[config.mk]
export PLATFORM = sky130hd
export DESIGN_NAME = lzhe_chunk_emit
export DESIGN_NICKNAME = d
export VERILOG_FILES = /design/src/hw/rtl/lzhe_pkg.sv /design/src/hw/rtl/lzhe_chunk_emit.sv
export SDC_FILE = /design/constraint.sdc
export NUM_CORES = 1
export LEC_CHECK = 0
export BUFFER_PORTS_ARGS = -buffer_cell sky130_fd_sc_hd__buf_2
export CORE_ASPECT_RATIO = 0.8
export CORE_MARGIN = 2
export CORE_UTILIZATION = 38
export CTS_BUF_LIST = sky130_fd_sc_hd__clkbuf_8
export CTS_CLUSTER_SIZE = 16
export DETAILED_ROUTE_END_ITERATION = 8
export PLACE_DENSITY = 0.66
export SYNTH_ARGS = -nofsm -noshare
export SYNTH_HDL_FRONTEND = slang
export SYNTH_SLANG_ARGS = --single-unit
export TNS_END_PERCENT = 10
[constraint.sdc]
create_clock -name clock -period 2.4 [get_ports clock]
set_input_delay 0.24 -clock clock [delete_from_list [all_inputs] [get_ports clock]]
set_output_delay 0.24 -clock clock [all_outputs]
set_load 0.02 [all_outputs]
[src/hw/rtl/lzhe_pkg.sv]
package lzhe_pkg;

   localparam int CODE_BITS       = 15;
   localparam int LEN_BITS        = 4;
   localparam int ENTRY_BITS      = CODE_BITS + LEN_BITS;

   localparam int MAX_MATCH_LEN   = 258;
   localparam int MAX_DISTANCE    = 32768;

   localparam int DIRECT_LEN_SYMS = 18;
   localparam int LEN_TIER_BASE   = 21;
   localparam int DIST_ALIGN      = 13;
   localparam int DIRECT_DISTS    = 16;
   localparam int MIN_MATCH       = 4;
   localparam int LEN_SYM_OFFSET  = 257;
   localparam int MAX_LITERAL     = 256;

   typedef enum logic [1:0] {
      OP_LOAD_LITLEN = 2'd0,
      OP_LOAD_DIST   = 2'd1,
      OP_ENC_LITERAL = 2'd2,
      OP_ENC_MATCH   = 2'd3
   } opcode_type;

   typedef logic [ENTRY_BITS-1:0] entry_type;

   // what the chunk sequencer needs besides the two table entries
   typedef struct packed {
      logic       is_match;
      logic       bad;
      logic [7:0] lx_val;
      logic [3:0] lx_len;
      logic [14:0] dx_val;
      logic [3:0] dx_len;
   } token_type;

   // index of the highest set bit, zero for zero
   function automatic logic [3:0] top_bit(input logic [15:0] v);
      logic [3:0] n;
      n = 4'd0;
      for (int i = 0; i < 16; i++) begin
         if (v[i]) begin
            n = 4'(i);
         end
      end
      return n;
   endfunction

   // code bits of an entry with everything above its length cleared
   function automatic logic [CODE_BITS-1:0] code_mask(input entry_type e);
      logic [LEN_BITS-1:0]  len;
      logic [CODE_BITS:0]   mask;
      len  = e[ENTRY_BITS-1:CODE_BITS];
      mask = (16'd1 << len) - 16'd1;
      return e[CODE_BITS-1:0] & mask[CODE_BITS-1:0];
   endfunction

endpackage

[src/hw/rtl/lzhe_chunk_emit.sv]
module lzhe_chunk_emit (
   input  logic                clock,
   input  logic                reset,
   input  logic                load,
   input  lzhe_pkg::token_type token,
   input  lzhe_pkg::entry_type lit_entry,
   input  lzhe_pkg::entry_type dist_entry,
   output logic                ready,
   output logic                rsp_valid,
   input  logic                rsp_stall,
   output logic [14:0]         rsp_chunk_bits,
   output logic [3:0]          rsp_chunk_len,
   output logic                rsp_last_chunk,
   output logic                rsp_bad_token
);

   logic                s1_valid_ff, s1_valid_in;
   logic [1:0]          idx_ff, idx_in;
   lzhe_pkg::token_type tok_ff, tok_in;
   logic                rsp_valid_ff, rsp_valid_in;
   logic [14:0]         bits_ff, bits_in;
   logic [3:0]          len_ff, len_in;
   logic                last_ff, last_in;
   logic                bad_ff, bad_in;

   logic        out_free;
   logic        take;
   logic        finish;
   logic        chunk_last;
   logic [14:0] chunk_bits;
   logic [3:0]  chunk_len;

   always_comb begin
      chunk_last = tok_ff.bad || !tok_ff.is_match || (idx_ff == 2'd3);
      case (idx_ff)
         2'd0: begin
            chunk_bits = lzhe_pkg::code_mask(lit_entry);
            chunk_len  = lit_entry[lzhe_pkg::ENTRY_BITS-1:lzhe_pkg::CODE_BITS];
         end
         2'd1: begin
            chunk_bits = 15'(tok_ff.lx_val);
            chunk_len  = tok_ff.lx_len;
         end
         2'd2: begin
            chunk_bits = lzhe_pkg::code_mask(dist_entry);
            chunk_len  = dist_entry[lzhe_pkg::ENTRY_BITS-1:lzhe_pkg::CODE_BITS];
         end
         2'd3: begin
            chunk_bits = tok_ff.dx_val;
            chunk_len  = tok_ff.dx_len;
         end
         default: begin
            chunk_bits = 15'd0;
            chunk_len  = 4'd0;
         end
      endcase
      if (tok_ff.bad) begin
         chunk_bits = 15'd0;
         chunk_len  = 4'd0;
      end

      // output register frees as its word is taken, so a word moves every cycle while rsp_stall is low
      out_free = !rsp_valid_ff || !rsp_stall;
      take     = s1_valid_ff && out_free;
      finish   = take && chunk_last;
      ready    = !s1_valid_ff || finish;

      s1_valid_in = load ? 1'b1 : (finish ? 1'b0 : s1_valid_ff);
      tok_in      = load ? token : tok_ff;
      if (load) begin
         idx_in = 2'd0;
      end else if (take) begin
         idx_in = chunk_last ? 2'd0 : idx_ff + 2'd1;
      end else begin
         idx_in = idx_ff;
      end

      rsp_valid_in = out_free ? s1_valid_ff : rsp_valid_ff;
      bits_in      = take ? chunk_bits : bits_ff;
      len_in       = take ? chunk_len : len_ff;
      last_in      = take ? chunk_last : last_ff;
      bad_in       = take ? tok_ff.bad : bad_ff;
   end

   always_ff @(posedge clock) begin
      if (reset) begin
         s1_valid_ff  <= 1'b0;
         idx_ff       <= 2'd0;
         rsp_valid_ff <= 1'b0;
      end else begin
         s1_valid_ff  <= s1_valid_in;
         idx_ff       <= idx_in;
         rsp_valid_ff <= rsp_valid_in;
      end
   end

   always_ff @(posedge clock) begin
      tok_ff  <= tok_in;
      bits_ff <= bits_in;
      len_ff  <= len_in;
      last_ff <= last_in;
      bad_ff  <= bad_in;
   end

   assign rsp_valid      = rsp_valid_ff;
   assign rsp_chunk_bits = bits_ff;
   assign rsp_chunk_len  = len_ff;
   assign rsp_last_chunk = last_ff;
   assign rsp_bad_token  = bad_ff;

endmodule

-- Word-level counts from Yosys, hierarchy flattened
Index checks and enable logic that the tools add are counted.
- output and inout bits: 23
- bits in registers: 58
- input bits: 75
- logic and storage cells: 41
- reductions and logical operators: 13
- eq/ne operators: 3
- multiplexer cells: 5
- shift operators: 2
- add/sub/neg operators: 3
- bitwise gates (word level): 2
- operator list (cell ; number):
    15-bit case mux with 4 select lines ; 1
    15-bit bitwise AND ; 2
    1-bit by 4-bit << shifter with 15-bit output, first input constant ; 2
    15-bit by 1-bit subtractor with 15-bit output, second input constant ; 2
    4-bit case mux with 4 select lines ; 1
    2-bit == test, second input constant ; 2
    1-bit logical NOT ; 4
    1-bit logical OR ; 4
    2-bit by 1-bit adder with 2-bit output, second input constant ; 1
    2-bit by 1-bit == test with 1-bit output, second input constant ; 1
    1-bit logical AND ; 2
    2-bit logical NOT ; 1
    1-bit 2-to-1 mux ; 2
    2-bit 2-to-1 mux ; 1
    2-bit nonzero test ; 1
    2-bit OR reduction ; 1

-- Depth between registers and ports, before layout
- depth after elaboration: 6
- depth in mapped cells: 9
- mapped depth without buffers: 7

-- Worst setup path after synthesis
OpenSTA, ideal clock, no wires.
- path kind: input-to-reg
- start: input port dist_entry[18]
- end: register bits_ff[10] (netlist: rsp_chunk_bits[10]) (data pin)
- path buffers: 3
- arrival time: 2.049 ns
- data required time: 2.210 ns
- stages: 8
- slack: 0.161 ns
- library setup time: 0.190 ns
- cell sequence: buf_6 > buf_2 > or4b_1 > ha_1 > buf_2 > o32ai_1 > a41oi_1 > a2111oi_2
- cells in the longest elaborated chain, start to end: 4
- RTL lines (element ; line ; source):
    from (decl) ; lzhe_chunk_emit.sv:7 ; input lzhe_pkg::entry_type dist_entry,
    1-bit by 4-bit << shifter with 15-bit output ; lzhe_pkg.sv:54 ; mask = (16'd1 << len) - 16'd1;
    15-bit by 1-bit subtractor with 15-bit output ; lzhe_pkg.sv:54 ;
    15-bit bitwise AND ; lzhe_pkg.sv:55 ; return e[CODE_BITS-1:0] & mask[CODE_BITS-1:0];
    15-bit case mux with 4 select lines ; lzhe_chunk_emit.sv:35 ; case (idx_ff)
    to (signal assigned) ; lzhe_chunk_emit.sv:99 ; bits_ff <= bits_in;
    to (decl) ; lzhe_chunk_emit.sv:21 ; logic [14:0] bits_ff, bits_in;
Every way passes these cells.
A chain may end at the register's enable or synchronous reset.

-- Final worst setup path
- start: register idx_ff[0]
- end: output port ready
- cells in the longest elaborated chain, start to end: 4
- RTL lines (element ; line ; source):
    from (decl) ; lzhe_chunk_emit.sv:18 ; logic [1:0] idx_ff, idx_in;
    from (signal assigned) ; lzhe_chunk_emit.sv:92 ; idx_ff <= idx_in;
    2-bit == test ; lzhe_chunk_emit.sv:34 ; chunk_last = tok_ff.bad || !tok_ff.is_match || (idx_ff == 2'd3);
    1-bit logical OR ; lzhe_chunk_emit.sv:34 ;
    via chunk_last ; lzhe_chunk_emit.sv:29 ; logic chunk_last;
    1-bit logical AND ; lzhe_chunk_emit.sv:65 ; finish = take && chunk_last;
    1-bit logical OR ; lzhe_chunk_emit.sv:66 ; ready = !s1_valid_ff || finish;
    to (decl) ; lzhe_chunk_emit.sv:8 ; output logic ready,
The timed path passes the listed nets, and every way through them passes these cells.

==> results.py <==
metrics = {
    "synth": {
        "ys_ff_latch": 58,
        "syn-mean-instance-area_um2": 12.2,
        "synth-warning-count": 0,
        "ys_dominant_reg_cell": "sky130_fd_sc_hd__edfxtp_1",
        "synth_enable_flop_cells": 54,
        "synthesis.area_um2": 3000,
        "synthArstFlopShare": 0,
        "ys_seq_area_frac": 0.568,
        "syn_nets": 326,
        "netlist_instances": 245,
        "synthDistinctLibCells": 56,
    },
    "setup_path": {
        "crit_fanout": 9,
        "worst_reg2reg_setup_slack_ns": 0.45,
        "path_type_of_the_worst_setup_path": "reg2out",
        "crit_required_ns": 2.16,
        "slowest_delay_ns": 0.56,
        "r2r_cells": 6,
        "end_kind": "output port",
        "arrival_ns": 1.90,
        "critical-path-top-cell-by-count": "sky130_fd_sc_hd__nand2_1",
        "worstReg2RegStart": "idx_ff[0]",
        "cp-start-kind": "register",
        "critical_path.reg2reg.endpoint": "rsp_chunk_len[2]",
        "crit_slowest_cell": "sky130_fd_sc_hd__or3b_2",
        "cell_chain_critical_path": "ha_1 -> or3b_2 -> nand2_1 -> nand2_1 -> buf_2",
    },
    "timing": {
        "timing.setup.tns_ns": 0,
        "hold_violations": 0,
        "fin_crit_ns": 2.14,
        "grt_setup_unrepaired": "false",
        "period_share": 0.890,
        "remaining_max_slew_budget_at_the_tightest_pin": 0.489,
        "setup_viol": 0,
        "finalClockSkew_ns": 0.00829,
        "worst_slew_pin_slew_ns": 0.766,
        "fmax_mhz": 468,
        "final_max_slew_viol_count": 0,
    },
    "layout": {
        "drive_gt1_frac": 0.388,
        "n_antenna_cell": 0,
        "fillers": 698,
        "layout-area-overhead-vs-synth_pct": 23.9,
        "final_net_count": 424,
        "multi_input_comb_area_um2": 1080,
        "regArea_um2": 1700,
    },
    "grt": {
        "grtUsageTotal": 0.185,
        "grt_pass1_vias": 2340,
        "grt_overflow_total": 0,
        "initial_antenna_violation_count": 0,
        "grt_pass1_wl_mm": 12.0,
        "grt_start_max_net_pins": 37,
    },
    "pwr": {
        "power_per_standard_cell_area_nw_per_um2": 643,
        "p_leak_nw": 1.46,
        "totalPowerFinal_mw": 2.39,
        "ir_drop_worst_case_vdd_uv": 281,
    },
    "floorplanning": {
        "io-pin-count": 98,
        "die_area_um2": 8620,
        "die_width_um": 103,
        "floorplan.core_area_um2": 7530,
        "fp.dieH_um": 83.4,
        "start_util": 0.398,
        "core.rowCount": 28,
    },
    "routing": {
        "viasPerCell": 5.30,
        "routed_wire_length_per_instance_um": 16.8,
        "drt_wl_total_mm": 7.62,
        "drcViolationCount": 0,
        "drt_pass1_iterations": 5,
        "dr_total_vias": 2403,
        "drtIter0Drc": 194,
        "antenna_left": 0,
    },
    "run_status": {
        "run_status": "finished clean",
    },
    "worst_hold_path": {
        "hold_start": "token[15]",
        "min_delay_worst_endpoint": "tok_ff[15]",
        "worstHoldPathCells": 1,
        "holdCritPathClass": "in2reg",
    },
    "cts": {
        "cts_max_path_buffers": 2,
        "path_clk_slew_ns": 0.07,
        "worst_skew_pair.late_latency_ns": 0.34,
        "cts-buffers-inserted": 9,
        "post-cts-setup-buffers": 0,
        "cts_tree": "yes",
        "cts_resized": 0,
        "h-tree-depth": 3,
        "hold_buffers": 0,
        "cts.root.buffer_cell": "sky130_fd_sc_hd__clkbuf_8",
        "cts_num_sinks": 58,
    },
    "placed_design": {
        "gp_congestion": 0.806,
        "hpwlAfterDp_mm": 5.56,
        "numPortBuffers": 97,
    },
    "run": {
        "maxCapViolCount": 0,
    },
}
synth_stat cells (all sizes together) (3+ instances only):
master | count | area share
nand4 | 5 | 0.010
a222oi | 4 | 0.013
a31oi | 4 | 0.0083
o32ai | 4 | 0.012
a221oi | 9 | 0.028
nor3 | 6 | 0.010
nor2b | 4 | 0.0083
nor4b | 3 | 0.016
buf | 17 | 0.045
ha | 6 | 0.025
a22oi | 5 | 0.013
inv | 5 | 0.0063
edfxtp | 54 | 0.54
nand3 | 7 | 0.012
o21ai | 6 | 0.010
o211ai | 3 | 0.0075
dfxtp | 4 | 0.027
a21o | 3 | 0.0075
nand2 | 14 | 0.018
nor2 | 21 | 0.027
a21oi | 18 | 0.030
nand2b | 3 | 0.0063
o2111ai | 3 | 0.0088
clkbuf | 6 | 0.021
worst max-delay path, delay by kind of cell, from the launching register on:
family	cells	cell delay, ns
buf+inv	1	0.15
flops	1	0.35
fa+ha+maj	1	0.33
simple gates	3	0.73
layout by cell type, fill, tap and decap left out, types with 2 or more instances in the layout:
cell type and instances:
sky130_fd_sc_hd__a22oi_1 5, sky130_fd_sc_hd__a222oi_1 4, sky130_fd_sc_hd__nor3b_1 2, sky130_fd_sc_hd__nand2_1 14
sky130_fd_sc_hd__o211ai_1 3, sky130_fd_sc_hd__mux2_2 2, sky130_fd_sc_hd__o2111ai_1 3, sky130_fd_sc_hd__a311oi_1 2
sky130_fd_sc_hd__nor2_1 20, sky130_fd_sc_hd__a221oi_1 8, sky130_fd_sc_hd__xor2_1 2, sky130_fd_sc_hd__nand3_1 7
sky130_fd_sc_hd__nor2b_1 4, sky130_fd_sc_hd__buf_2 97, sky130_fd_sc_hd__edfxtp_1 54, sky130_fd_sc_hd__nand2b_1 3
sky130_fd_sc_hd__nor3_1 6, sky130_fd_sc_hd__clkbuf_8 11, sky130_fd_sc_hd__ha_1 6, sky130_fd_sc_hd__a31oi_1 4
sky130_fd_sc_hd__a32oi_1 2, sky130_fd_sc_hd__inv_1 8, sky130_fd_sc_hd__or2_2 2, sky130_fd_sc_hd__dfxtp_1 4
sky130_fd_sc_hd__buf_4 13, sky130_fd_sc_hd__a21oi_1 18, sky130_fd_sc_hd__o21ai_0 5, sky130_fd_sc_hd__o32ai_1 4
sky130_fd_sc_hd__nand4_1 5, sky130_fd_sc_hd__a21o_1 3, sky130_fd_sc_hd__o21a_1 2
metal layers:
layer,track usage,up-vias,wire length (um)
li1,-,1157,-
met1,0.273,1123,3640
met2,0.257,111,3270
met3,0.0589,12,573
met4,0.0526,0,133
met5,0,-,0
report_power, final:
group	switching (mW)	leakage [nW]	internal (mW)
clock network	0.380	0.113	0.523
logic	0.166	0.796	0.116
registers	0.0206	0.556	1.18
total	0.566	1.46	1.82
worst max-delay path by stage:
stage,startpoint,end,slack (ns),depth (start not counted)
2_1_floorplan,dist_entry[18],rsp_chunk_bits[10],0.16,8
3_3_place_gp,dist_entry[15],rsp_chunk_bits[10],0.23,7
3_5_place_dp,dist_entry[15],rsp_chunk_bits[10],0.13,7
4_1_cts,idx_ff[0],ready,0.24,5
5_1_grt,idx_ff[0],ready,0.15,5
6_report,idx_ff[0],ready,0.26,5
area by class of cell:
| class | count | share of cell area |
|---|---|---|
| Sequential cell | 58 | 0.458 |
| Multi-Input combinational cell | 159 | 0.291 |
| Inverter | 5 | 0.00505 |
| Tap cell | 105 | 0.0354 |
| Timing Repair Buffer | 110 | 0.157 |
| Clock buffer | 11 | 0.0408 |
| Clock inverter | 5 | 0.0125 |
stage by stage:
stage	instance area, um2	hold slack [ns]	util	setup WS (ns)	instances
after global placement	3520	0.418	0.467	0.228	437
after detailed placement	3520	0.418	0.467	0.128	437
final	3710	0.0692	0.493	0.264	453
after CTS	3710	0.0614	0.493	0.239	453
after floorplan	3000	0.312	-	0.161	245
after global routing	3710	0.0574	0.493	0.150	453
sequential cells by signal, indices dropped and copies added, names as in the netlist:
register and count:
rsp_valid 1, rsp_bad_token 1, rsp_chunk_len 4, s1_valid_ff 1, idx_ff 2, rsp_chunk_bits 15
tok_ff 33, rsp_last_chunk 1
cell families after synthesis:
kind of cell / Yosys count / share of synthesized area
AND/OR/NAND/NOR: 75 / 0.138
AO/OA/AOI/OAI: 73 / 0.181
flip-flops: 58 / 0.568
buffers and inverters: 28 / 0.0718
adder cells (fa/ha/maj): 6 / 0.0250
XOR/XNOR: 3 / 0.00877
multiplexers: 2 / 0.00751
Power figures use the tool's default switching activity.
