===== src/hw/rtl/lzhe_pkg.sv =====
package lzhe_pkg;

   localparam int CODE_BITS       = 15;
   localparam int LEN_BITS        = 4;
   localparam int ENTRY_BITS      = CODE_BITS + LEN_BITS;

   localparam int MAX_MATCH_LEN   = 258;
   localparam int MAX_DISTANCE    = 32768;

   localparam int DIRECT_LEN_SYMS = 18;
   localparam int LEN_TIER_BASE   = 21;
   localparam int DIST_ALIGN      = 13;
   localparam int DIRECT_DISTS    = 16;
   localparam int MIN_MATCH       = 4;
   localparam int LEN_SYM_OFFSET  = 257;
   localparam int MAX_LITERAL     = 256;

   typedef enum logic [1:0] {
      OP_LOAD_LITLEN = 2'd0,
      OP_LOAD_DIST   = 2'd1,
      OP_ENC_LITERAL = 2'd2,
      OP_ENC_MATCH   = 2'd3
   } opcode_type;

   typedef logic [ENTRY_BITS-1:0] entry_type;

   // what the chunk sequencer needs besides the two table entries
   typedef struct packed {
      logic       is_match;
      logic       bad;
      logic [7:0] lx_val;
      logic [3:0] lx_len;
      logic [14:0] dx_val;
      logic [3:0] dx_len;
   } token_type;

   // index of the highest set bit, zero for zero
   function automatic logic [3:0] top_bit(input logic [15:0] v);
      logic [3:0] n;
      n = 4'd0;
      for (int i = 0; i < 16; i++) begin
         if (v[i]) begin
            n = 4'(i);
         end
      end
      return n;
   endfunction

   // code bits of an entry with everything above its length cleared
   function automatic logic [CODE_BITS-1:0] code_mask(input entry_type e);
      logic [LEN_BITS-1:0]  len;
      logic [CODE_BITS:0]   mask;
      len  = e[ENTRY_BITS-1:CODE_BITS];
      mask = (16'd1 << len) - 16'd1;
      return e[CODE_BITS-1:0] & mask[CODE_BITS-1:0];
   endfunction

endpackage


===== src/hw/rtl/lzhe_token_map.sv =====
module lzhe_token_map #(
   parameter int LITLEN_SYMBOLS = 283,
   parameter int DIST_SYMBOLS   = 42,
   localparam int LA = $clog2(LITLEN_SYMBOLS),
   localparam int DA = $clog2(DIST_SYMBOLS)
) (
   input  lzhe_pkg::opcode_type opcode,
   input  logic [8:0]           literal_value,
   input  logic [8:0]           match_length,
   input  logic [15:0]          match_distance,
   output lzhe_pkg::token_type  token,
   output logic [LA-1:0]        lit_addr,
   output logic [DA-1:0]        dist_addr
);

   logic [8:0]  w;
   logic [3:0]  k;
   logic [8:0]  kmask;
   logic [8:0]  lsym;
   logic [15:0] v;
   logic [3:0]  m;
   logic [3:0]  dxl;
   logic [15:0] dmask;
   logic [5:0]  dsym;
   logic        len_bad;
   logic        dist_bad;
   logic        lit_bad;
   logic        sym_bad;

   always_comb begin
      token = '0;
      token.is_match = (opcode == lzhe_pkg::OP_ENC_MATCH);

      // length tiers: base 21 + 2^k with k extra bits
      w     = match_length - 9'(lzhe_pkg::LEN_TIER_BASE);
      k     = lzhe_pkg::top_bit(16'(w));
      kmask = (9'd1 << k) - 9'd1;
      if (32'(match_length) <= lzhe_pkg::DIRECT_LEN_SYMS + lzhe_pkg::MIN_MATCH) begin
         lsym         = 9'(match_length - 9'(lzhe_pkg::MIN_MATCH)
                           + 9'(lzhe_pkg::LEN_SYM_OFFSET));
         token.lx_len = 4'd0;
         token.lx_val = 8'd0;
      end else begin
         lsym         = 9'(k) + 9'(lzhe_pkg::DIRECT_LEN_SYMS + lzhe_pkg::LEN_SYM_OFFSET);
         token.lx_len = k;
         token.lx_val = w[7:0] & kmask[7:0];
      end

      // distance tiers: two symbols per power of two of dist - 13
      v     = match_distance - 16'(lzhe_pkg::DIST_ALIGN);
      m     = lzhe_pkg::top_bit(v);
      dxl   = m - 4'd1;
      dmask = (16'd1 << dxl) - 16'd1;
      if (32'(match_distance) <= lzhe_pkg::DIRECT_DISTS) begin
         dsym         = 6'(match_distance - 16'd1);
         token.dx_len = 4'd0;
         token.dx_val = 15'd0;
      end else begin
         dsym         = 6'({m, 1'b0}) + 6'(lzhe_pkg::DIRECT_DISTS - 4) + 6'(v[dxl]);
         token.dx_len = dxl;
         token.dx_val = 15'(v & dmask);
      end

      len_bad  = (32'(match_length) < lzhe_pkg::MIN_MATCH)
               || (32'(match_length) > lzhe_pkg::MAX_MATCH_LEN);
      dist_bad = (match_distance == 16'd0)
               || (32'(match_distance) > lzhe_pkg::MAX_DISTANCE);
      sym_bad  = (32'(lsym) >= LITLEN_SYMBOLS) || (32'(dsym) >= DIST_SYMBOLS);
      lit_bad  = (32'(literal_value) > lzhe_pkg::MAX_LITERAL)
               || (32'(literal_value) >= LITLEN_SYMBOLS);

      token.bad = token.is_match ? (len_bad || dist_bad || sym_bad) : lit_bad;

      lit_addr  = token.is_match ? lsym[LA-1:0] : literal_value[LA-1:0];
      dist_addr = dsym[DA-1:0];
   end

endmodule


===== config.mk =====
export PLATFORM = sky130hd
export DESIGN_NAME = lzhe_token_map
export DESIGN_NICKNAME = d
export VERILOG_FILES = /design/src/hw/rtl/lzhe_pkg.sv /design/src/hw/rtl/lzhe_token_map.sv
export SDC_FILE = /design/constraint.sdc
export NUM_CORES = 1
export LEC_CHECK = 0
export BUFFER_PORTS_ARGS = -buffer_cell sky130_fd_sc_hd__buf_2
export CORE_MARGIN = 1
export CORE_UTILIZATION = 60
export DETAILED_ROUTE_END_ITERATION = 7
export GPL_TIMING_DRIVEN = 1
export PLACE_DENSITY_LB_ADDON = 0.1
export SKIP_LAST_GASP = 1
export SYNTH_ARGS = -nofsm -noshare
export SYNTH_HDL_FRONTEND = slang
export SYNTH_SLANG_ARGS = --single-unit

===== constraint.sdc =====
create_clock -name vclk -period 8.75
set_input_delay 0.4375 -clock vclk [all_inputs]
set_output_delay 0.4375 -clock vclk [all_outputs]
set_load 0.005 [all_outputs]

* Word-level counts from Yosys, hierarchy flattened
Cells that the tools add are included.
Word-level totals: register bits 0, logic and storage cells 64
Cells by class: add/sub/neg operators 11, $lt $le $gt $ge 10, equality and inequality tests 1, shift-type cells 2, multiplexer cells 31, bitwise gates (word level) 2, reductions and logical operators 7
Operators by type and width (number):
- $mux W4 | 21
- $mux W19 | 1
- $ge A9 B9 Y1 const B | 2
- $gt A9 B9 Y1 const B | 2
- $mux W9 | 2
- $gt A16 B16 Y1 const B | 1
- $le A16 B5 Y1 const B | 1
- $logic_not A16 Y1 | 1
- $sub A16 B4 Y16 const B | 1
- $and A15 B15 Y15 | 1
- $shl A1 B4 Y15 const A | 1
- $sub A15 B1 Y15 const B | 1
- $mux W12 | 1
- $add A4 B9 Y9 const B | 1
- $add A9 B9 Y9 const B | 1
- $le A9 B5 Y1 const B | 1
- $lt A9 B3 Y1 const B | 1
- $sub A9 B3 Y9 const B | 1
- $sub A9 B5 Y9 const B | 1
- $and A8 B8 Y8 | 1
- $shl A1 B4 Y8 const A | 1
- $sub A8 B1 Y8 const B | 1
- $add A5 B4 Y6 const B | 1
- $add A6 B1 Y6 | 1
- other kinds (9) | 17

* Longest topological paths before layout
Gate-level depths: netlist of run 1.
word-level depth 25, mapped depth 22, depth with buffers taken out 20

* Worst setup path before layout of run 1
Ideal clock, no wire load.
path type input to output, start input match_distance[0], end output token[10] (netlist bit), arrival time 4.419 ns, required time 8.312 ns, slack 3.894 ns, stages 21, path through inv_1 > ha_1 > and3b_1 > buf_6 > nor4_1 > o2111ai_1 > a221o_1 > a32o_1 > a21o_1 > buf_4 > inv_2 > ha_1 > xnor2_1 > buf_2 > nor2_1 > nand2_1 > ha_1 > clkbuf_1 > o21ai_1 > a21boi_1 > nor4b_1
RTL lines:
- start, declared | line lzhe_token_map.sv:10 | input logic [15:0] match_distance,
- end, declared | line lzhe_token_map.sv:11 | output lzhe_pkg::token_type token,

==> reports/metrics.csv, run 1 <==
metric;value;unit
outcome;finished, final reports clean;
ys_seq_area_frac;0;
ios;84;
fin_crit_sh;0.697;
holdWs;1.15;ns
register_area;0;µm²
fin_tns_setup;0;ns
fin_util;0.703;
crit_chain;buf_2 > inv_1 > ha_1 > nand3b_1 > nand4_1 > nor2_1 > a221oi_1 > a32o_1 > a21o_1 > inv_2 > ha_1 > xnor2_1 > buf_4 > nor2_1 > nand2_1 > ha_1 > o21ai_0 > o211ai_1 > a21boi_1 > nor4b_1 > buf_2;
power.total;186;µW
rsz0062_at_grt;false;
crit_start;match_distance[0];
grt_pass1_wl;15100;µm
syn-num-nets;523;
post_cts_resized;0;
grt_max_degree;21;
combPwrFrac;1.000;
antenna_found_initial;0;
areaGrowthSynthToFinish;12.5;%
num-fill-cells;475;
arrival;5.66;ns
antennaDiodeCount;0;
met1_usage;0.560;
syn_avg_cell_area;6.39;µm²
die_area;5240;µm²
die_w;72.4;µm
period_minus_slack;6.10;ns
switching_share;0.611;
hpwl;7710;µm
layout_common_cells;buf_2, nor2_1, nand2_1;
globalplace.congestion;1.08;
dp_cells;589;
fin_cells;589;
power_density;55.7;nW/µm²
ant_nets;0;
hold_end;lit_addr[7];
crit_path_max_fanout;16;
nets;582;
io_buffers;84;
hold_buffers;0;
yosys.cell_types.count;74;
p_int;72.5;µW
syn_area;2970;µm²
drive_gt1_frac;0.203;
wl_per_cell;17.1;µm
worst_pin_slew;0.681;ns
first_pass_iters;5;
use_met2;0.524;
seqPwrFrac;0;
endpoint_kind;output port;
slew_headroom;0.545;
drv_cap;0;
final_common_cell;buf_2;
cp_slowest_cell;a21o_1;
clock_power_share;0;
met3_usage;0.0417;
via_count;3900;
die_h;72.4;µm
dr.first_iter.drc_count;478;
cp.required;8.31;ns
switching_power;114;µW
hold_depth;4;
fmax;164;MHz
viasPerCell;6.62;
clockBufferCount;0;
rows;25;
worst_setup_path_start_kind;input pin;
finalWirelength;10100;µm
syn_inst;465;
finalHoldViolCount;0;
slowest_delay;0.49;ns
hp-class;input pin to output port;
grt_pass1_vias;2984;
worstHoldStart;literal_value[7];
cts_setup_buffers;0;
leakage;0.00142;µW
ys_warn_count;0;
seq_cells;0;
grtUsageTotal;0.358;
initial_core_util;0.625;
drc;0;
crit_top_cell;ha_1;
worstSetupPathType;input pin to output port;
vdd.ir_drop.worst;0.0349;mV
grt_most_used_layer;met1;
report.final.slew_viol_count;0;
grt_overflow_total;0;
setup_viol_count_final;0;
core_area;4750;µm²
-- layer usage --
| layer | part of all wire | routed length, µm |
|---|---|---|
| met1 | 0.45 | 4550 |
| met2 | 0.42 | 4220 |
| met3 | 0.12 | 1220 |
| met4 | 0.0081 | 82 |
| met5 | 0 | 0 |
-- how the worst max path moves through the flow --
stage | slack (ns) | cells past startpoint | to
6_report | 2.65 | 21 | token[10]
5_1_grt | 2.44 | 21 | token[10]
4_1_cts | 2.89 | 21 | token[10]
3_5_place_dp | 2.90 | 21 | token[10]
3_3_place_gp | 3.02 | 21 | token[10]
2_1_floorplan | 3.89 | 21 | token[10]
-- power groups by stage --
stage | sequential (µW) | clock [µW] | combinational, µW
5_1_grt | 0 | 0 | 202
6_report | 0 | 0 | 186
3_3_place_gp | 0 | 0 | 178
2_1_floorplan | 0 | 0 | 122
3_5_place_dp | 0 | 0 | 180
4_1_cts | 0 | 0 | 181
-- worst max-delay path, delay by kind of cell --
kind	cells	cell delay, ns
fa+ha+maj	3	1.05
simple gates	6	1.42
compound gates	6	1.64
xor+xnor	1	0.16
buf+inv	5	0.94
-- kinds of logic (layout without fill, tap and decap cells) --
group	count (synthesis)	after routing	synth area share
multiplexers	11	11	0.0417
buffers and inverters	51	108	0.0808
XOR/XNOR	34	34	0.108
adder cells (fa/ha/maj)	22	22	0.0926
AO/OA/AOI/OAI	148	148	0.339
AND/OR/NAND/NOR	199	199	0.338
-- cell usage after synthesis, types with 3 or more instances --
cell type,instances,area share
nor3_1,19,0.032
o21ai_0,35,0.059
nand2_1,54,0.068
a21oi_1,28,0.047
a2bb2oi_1,3,0.0088
nand3_1,12,0.020
nor4_1,7,0.015
o21ai_1,6,0.010
buf_6,4,0.015
clkbuf_1,15,0.019
a32o_1,3,0.010
inv_1,19,0.024
nand4_1,4,0.0084
nor2_1,54,0.068
a31oi_1,7,0.015
nand2b_1,9,0.019
a21boi_0,4,0.010
and3_1,4,0.0084
or3_1,6,0.013
buf_2,6,0.010
a2111oi_0,5,0.015
o22ai_1,3,0.0063
a21o_1,5,0.013
xnor2_1,16,0.047
buf_4,3,0.0076
nor2b_1,6,0.013
a211o_1,3,0.0088
a221oi_1,4,0.012
o31ai_1,4,0.010
nand3b_1,3,0.0076
mux2i_1,9,0.030
o21a_1,4,0.010
o211ai_1,5,0.013
xor2_1,15,0.044
a211oi_1,7,0.018
ha_1,22,0.093
-- final cells by class --
class	instances	area (µm²)	share of cell area
repair buffers	87	443	0.133
multi-input cells	414	2740	0.819
inverters	21	78.8	0.0236
well taps	67	83.8	0.0251
-- through the flow --
step	area [µm²]	worst slack (ns)
final	3340	2.65
after global routing	3340	2.44
after CTS	3340	2.89
after detailed placement	3340	2.90
after global placement	3340	3.02
after floorplan	2970	3.89
Power figures use the tool's default switching activity.
==> inputs of run 2 (changes only) <==
- ABC_AREA: default -> 1
- CORE_UTILIZATION: 60 -> 56
- clock period: 8.75 -> 5.92 ns (I/O delays scaled with it)
==> run 2 against run 1 <==
Compared with the run above: synthesized cell count rose by 16%; utilization fell by 1.9 points; clock-buffer cell count did not move; area after synthesis fell by 3.0%; global-route usage fell by 5.0 points; final area fell by 0.75%; wire length fell by 16%; final cell count rose by 15%; power rose by 28%; critical path depth rose by 9; first-iteration DRC count fell by 24%; hold slack got worse by 0.29 ns; critical endpoint is now token[6]; largest power group unchanged.
==> reports/metrics.csv, run 2 <==
metric;value;unit
outcome;finished, final reports clean;
cp_slowest_cell;xor2_1;
worst_pin_slew;0.645;ns
hold_buffers;0;
dp_slack;1.55;ns
hpwl;7080;µm
hp-class;input pin to output port;
fin_ws;1.48;ns
yosys.cell_types.count;46;
antenna_found_initial;0;
hold_depth;4;
critPathBufInv;8;
crit_path_max_fanout;18;
ys_warn_count;0;
drv_cap;0;
ys_seq_area_frac;0;
leakage;0.00185;µW
syn_avg_cell_area;5.33;µm²
slowest_delay;0.32;ns
crit_top_cell;nand2_1;
synth_top_area_cell;nand2_1;
grt_overflow_total;0;
syn_inst;541;
yosys-top-cells-count;nand2_1, inv_1, nor2_1, nand3_1, o21ai_0;
synth_top_area_frac;0.178;
core_area;4850;µm²
report.final.slew_viol_count;0;
grt_pass1_vias;3074;
finalHoldViolCount;0;
globalplace.congestion;0.975;
antennaDiodeCount;0;
die_h;73.8;µm
yosys-top-cells-area;nand2_1, inv_1, ha_1;
post_cts_resized;0;
grt_pass1_wl;13500;µm
arrival;4.14;ns
via_count;3721;
io_buffers;84;
syn_area;2880;µm²
register_area;0;µm²
dr.first_iter.drc_count;362;
setup_viol_count_final;0;
worstHoldStart;literal_value[7];
period_minus_slack;4.44;ns
drc;0;
synth_most_common_cell;nand2_1;
fin_tns_setup;0;ns
drive_gt1_frac;0.228;
cts_setup_buffers;0;
fin_crit_sh;0.750;
wl_met3;558;µm
grtUsageTotal;0.307;
initial_core_util;0.595;
hold_end;lit_addr[7];
areaGrowthSynthToFinish;15.1;%
holdWs;0.867;ns
die_area;5440;µm²
met2_length;3780;µm
wl_met1;4030;µm
viasPerCell;5.47;
clockBufferCount;0;
ios;84;
fin_area;3320;µm²
seq_cells;0;
first_pass_iters;5;
final_common_cell;nand2_1;
wl_per_cell;12.5;µm
power.total;238;µW
top_layer_used;met4;
cp.required;5.62;ns
slew_headroom;0.569;
worst_setup_path_start_kind;input pin;
syn-num-nets;599;
grt_max_degree;21;
vdd.ir_drop.worst;0.0447;mV
endpoint_kind;output port;
finalWirelength;8500;µm
fmax;225;MHz
critPathTopFamily;simple AND/OR/NAND/NOR gates;
die_w;73.8;µm
rows;25;
ant_nets;0;
nets;673;
layout_common_cells;nand2_1, buf_2, inv_1;
worstSetupPathType;input pin to output port;
postPlaceCellArea;3320;µm²
power_density;71.7;nW/µm²
rsz0062_at_grt;false;
## run 2: changes by cell type after synthesis, moves of 12 or more
cell / change
nand3_1: +28
nand2_1: +83
xnor2_1: -12
inv_1: +63
nor2_1: +13
## run 2: cell families after synthesis
family | synth area share
compound gates | 0.195
xor+xnor | 0.0569
fa+ha+maj | 0.0955
buf+inv | 0.148
simple gates | 0.505
## run 2: area by class of cell
cell class         instances  area [µm²]
repair buffers            86         435
fillers                  480        1530
inverters                 91         342
multi-input cells        436        2460
well taps                 67        83.8
## run 2: worst max path at each step
stage / startpoint / end / slack (ns) / depth (start not counted)
after floorplan: match_distance[1] / token[6] / 2.45 / 26
after global placement: match_distance[0] / token[6] / 1.62 / 30
after detailed placement: match_distance[0] / token[6] / 1.55 / 30
after CTS: match_distance[0] / token[6] / 1.53 / 30
after global routing: match_distance[0] / token[6] / 1.07 / 30
final: match_distance[0] / token[6] / 1.48 / 30
## run 2: per-stage QoR
stage | std cells | utilization
global route | 680 | 0.684
global placement | 680 | 0.684
finish | 680 | 0.684
detailed placement | 680 | 0.684
floorplan | 541 | -
CTS | 680 | 0.684
## run 2: routing by layer
metal / vias to the layer above / global-route usage
li1: 1887 / -
met1: 1646 / 0.439
met2: 172 / 0.515
met3: 16 / 0.0123
met4: 0 / 0.0513
met5: - / 0
## run 2: power by group
group / leakage, µW / internal, µW / total (µW) / switching (µW)
sequential: 0 / 0 / 0 / 0
clock: 0 / 0 / 0 / 0
combinational: 0.00185 / 89.0 / 238 / 149
==> inputs of run 3 (changes only) <==
- CORE_UTILIZATION: 56 -> 50
- clock period: 5.92 -> 3.68 ns (I/O delays scaled with it)
==> run 3 against run 2 <==
Compared with the run above: first-iteration DRC count down 37%; flip-flop and latch count is the same; sequential share of layout area unchanged; clock-buffer cell count unchanged; via count is 3.0% higher; combinational power rose by 76%; power grew 77%; non-clock buffer count increased by 25; highest routed layer unchanged.
==> reports/metrics.csv, run 3 (synthesis results as in run 2) <==
metric;value;unit
slowest_delay;0.26;ns
fin_crit_sh;0.954;
register_area;0;µm²
leakage;0.00198;µW
dr.first_iter.drc_count;229;
cp_slowest_cell;o211ai_1;
fmax;285;MHz
via_count;3831;
endpoint_kind;output port;
clockBufferCount;0;
ios;84;
io_buffers;84;
power_density;115;nW/µm²
viasPerCell;5.40;
report.final.slew_viol_count;0;
worst_pin_slew;0.535;ns
die_h;77.9;µm
grt_pass1_wl;14400;µm
drc;0;
worst_setup_path_start_kind;input pin;
hpwl;7200;µm
die_area;6070;µm²
seq_cells;0;
grt_overflow_total;0;
wl_per_cell;12.5;µm
switching_power;253;µW
nets;698;
finalHoldViolCount;0;
dp_slack;0.00533;ns
crit_start;match_distance[0];
crit_top_cell;nand2_1;
setup_viol_count_final;0;
drive_gt1_frac;0.288;
die_w;77.9;µm
hold_depth;4;
critPathBufInv;8;
drv_cap;0;
core_area;5540;µm²
arrival;3.33;ns
initial_core_util;0.520;
final_common_cell;nand2_1;
worstSetupPathType;input pin to output port;
cp.required;3.50;ns
fin_util;0.659;
period_minus_slack;3.51;ns
hp-class;input pin to output port;
areaGrowthSynthToFinish;26.7;%
critPathTopFamily;simple AND/OR/NAND/NOR gates;
antennaDiodeCount;0;
num-fill-cells;554;
globalplace.congestion;0.929;
path_depth;30;
p_int;167;µW
grt_pass1_vias;3234;
seqPwrFrac;0;
fin_ws;0.170;ns
power.total;420;µW
antenna_found_initial;0;
grt_max_degree;18;
vdd.ir_drop.worst;0.0663;mV
first_pass_iters;5;
switching_share;0.603;
layout_common_cells;nand2_1, buf_2, inv_1;
multi_input_area;2580;µm²
ant_nets;0;
hold_end;lit_addr[7];
grtUsageTotal;0.283;
worstHoldStart;literal_value[7];
slew_headroom;0.643;
clock_power_share;0;
crit_path_max_fanout;7;
combPwrFrac;1.000;
outcome;finished, final reports clean;
finalWirelength;8890;µm
rows;27;
==> run 3: tightest hold or removal path, stage by stage <==
cell     delay [ns]
buf_2          0.08
nand2_1        0.04
nand2_1        0.05
buf_2          0.10
==> run 3: area by class of cell <==
| class | count | area share |
|---|---|---|
| timing repair buffer | 111 | 0.175 |
| inverter | 91 | 0.0942 |
| tap | 72 | 0.0247 |
| multi-input combinational | 436 | 0.706 |
==> run 3: worst max-delay path by stage <==
stage | slack (ns) | endpoint
after floorplan | 0.43 | token[6]
after global placement | 0.02 | token[14]
after detailed placement | 0.005 | token[14]
after CTS | 0.03 | token[14]
after global routing | -0.05 | token[14]
final | 0.17 | token[14]
==> run 3: per-layer routing <==
layer | up-vias | wire, µm | track usage
met5 | - | 0 | 0
met4 | 0 | 214 | 0.0852
met3 | 21 | 556 | 0.0235
met2 | 160 | 3990 | 0.458
met1 | 1719 | 4140 | 0.395
li1 | 1931 | - | -
==> run 3: what timing repair did <==
item | CTS | global route
hold endpoints to repair | 0 | 0
resized for setup | 2 | 29
buffers inserted | 0 | 12
hold buffers | 0 | 0
pin swaps | 0 | 8
setup endpoints to repair | 1 | 16
==> run 3: per-stage QoR <==
stage / cell area (µm²) / setup TNS, ns / hold WS [ns] / std cells
after floorplan: 2880 / 0 / 0.404 / 541
after global placement: 3430 / 0 / 0.646 / 698
after detailed placement: 3430 / 0 / 0.653 / 698
after CTS: 3440 / 0 / 0.653 / 698
after global routing: 3650 / -0.173 / 0.684 / 710
final: 3650 / 0 / 0.651 / 710
==> run 3: power by group through the flow <==
stage | clock network (µW) | logic [µW] | registers, µW
4_1_cts | 0 | 397 | 0
6_report | 0 | 420 | 0
5_1_grt | 0 | 470 | 0
3_5_place_dp | 0 | 393 | 0
2_1_floorplan | 0 | 250 | 0
3_3_place_gp | 0 | 389 | 0
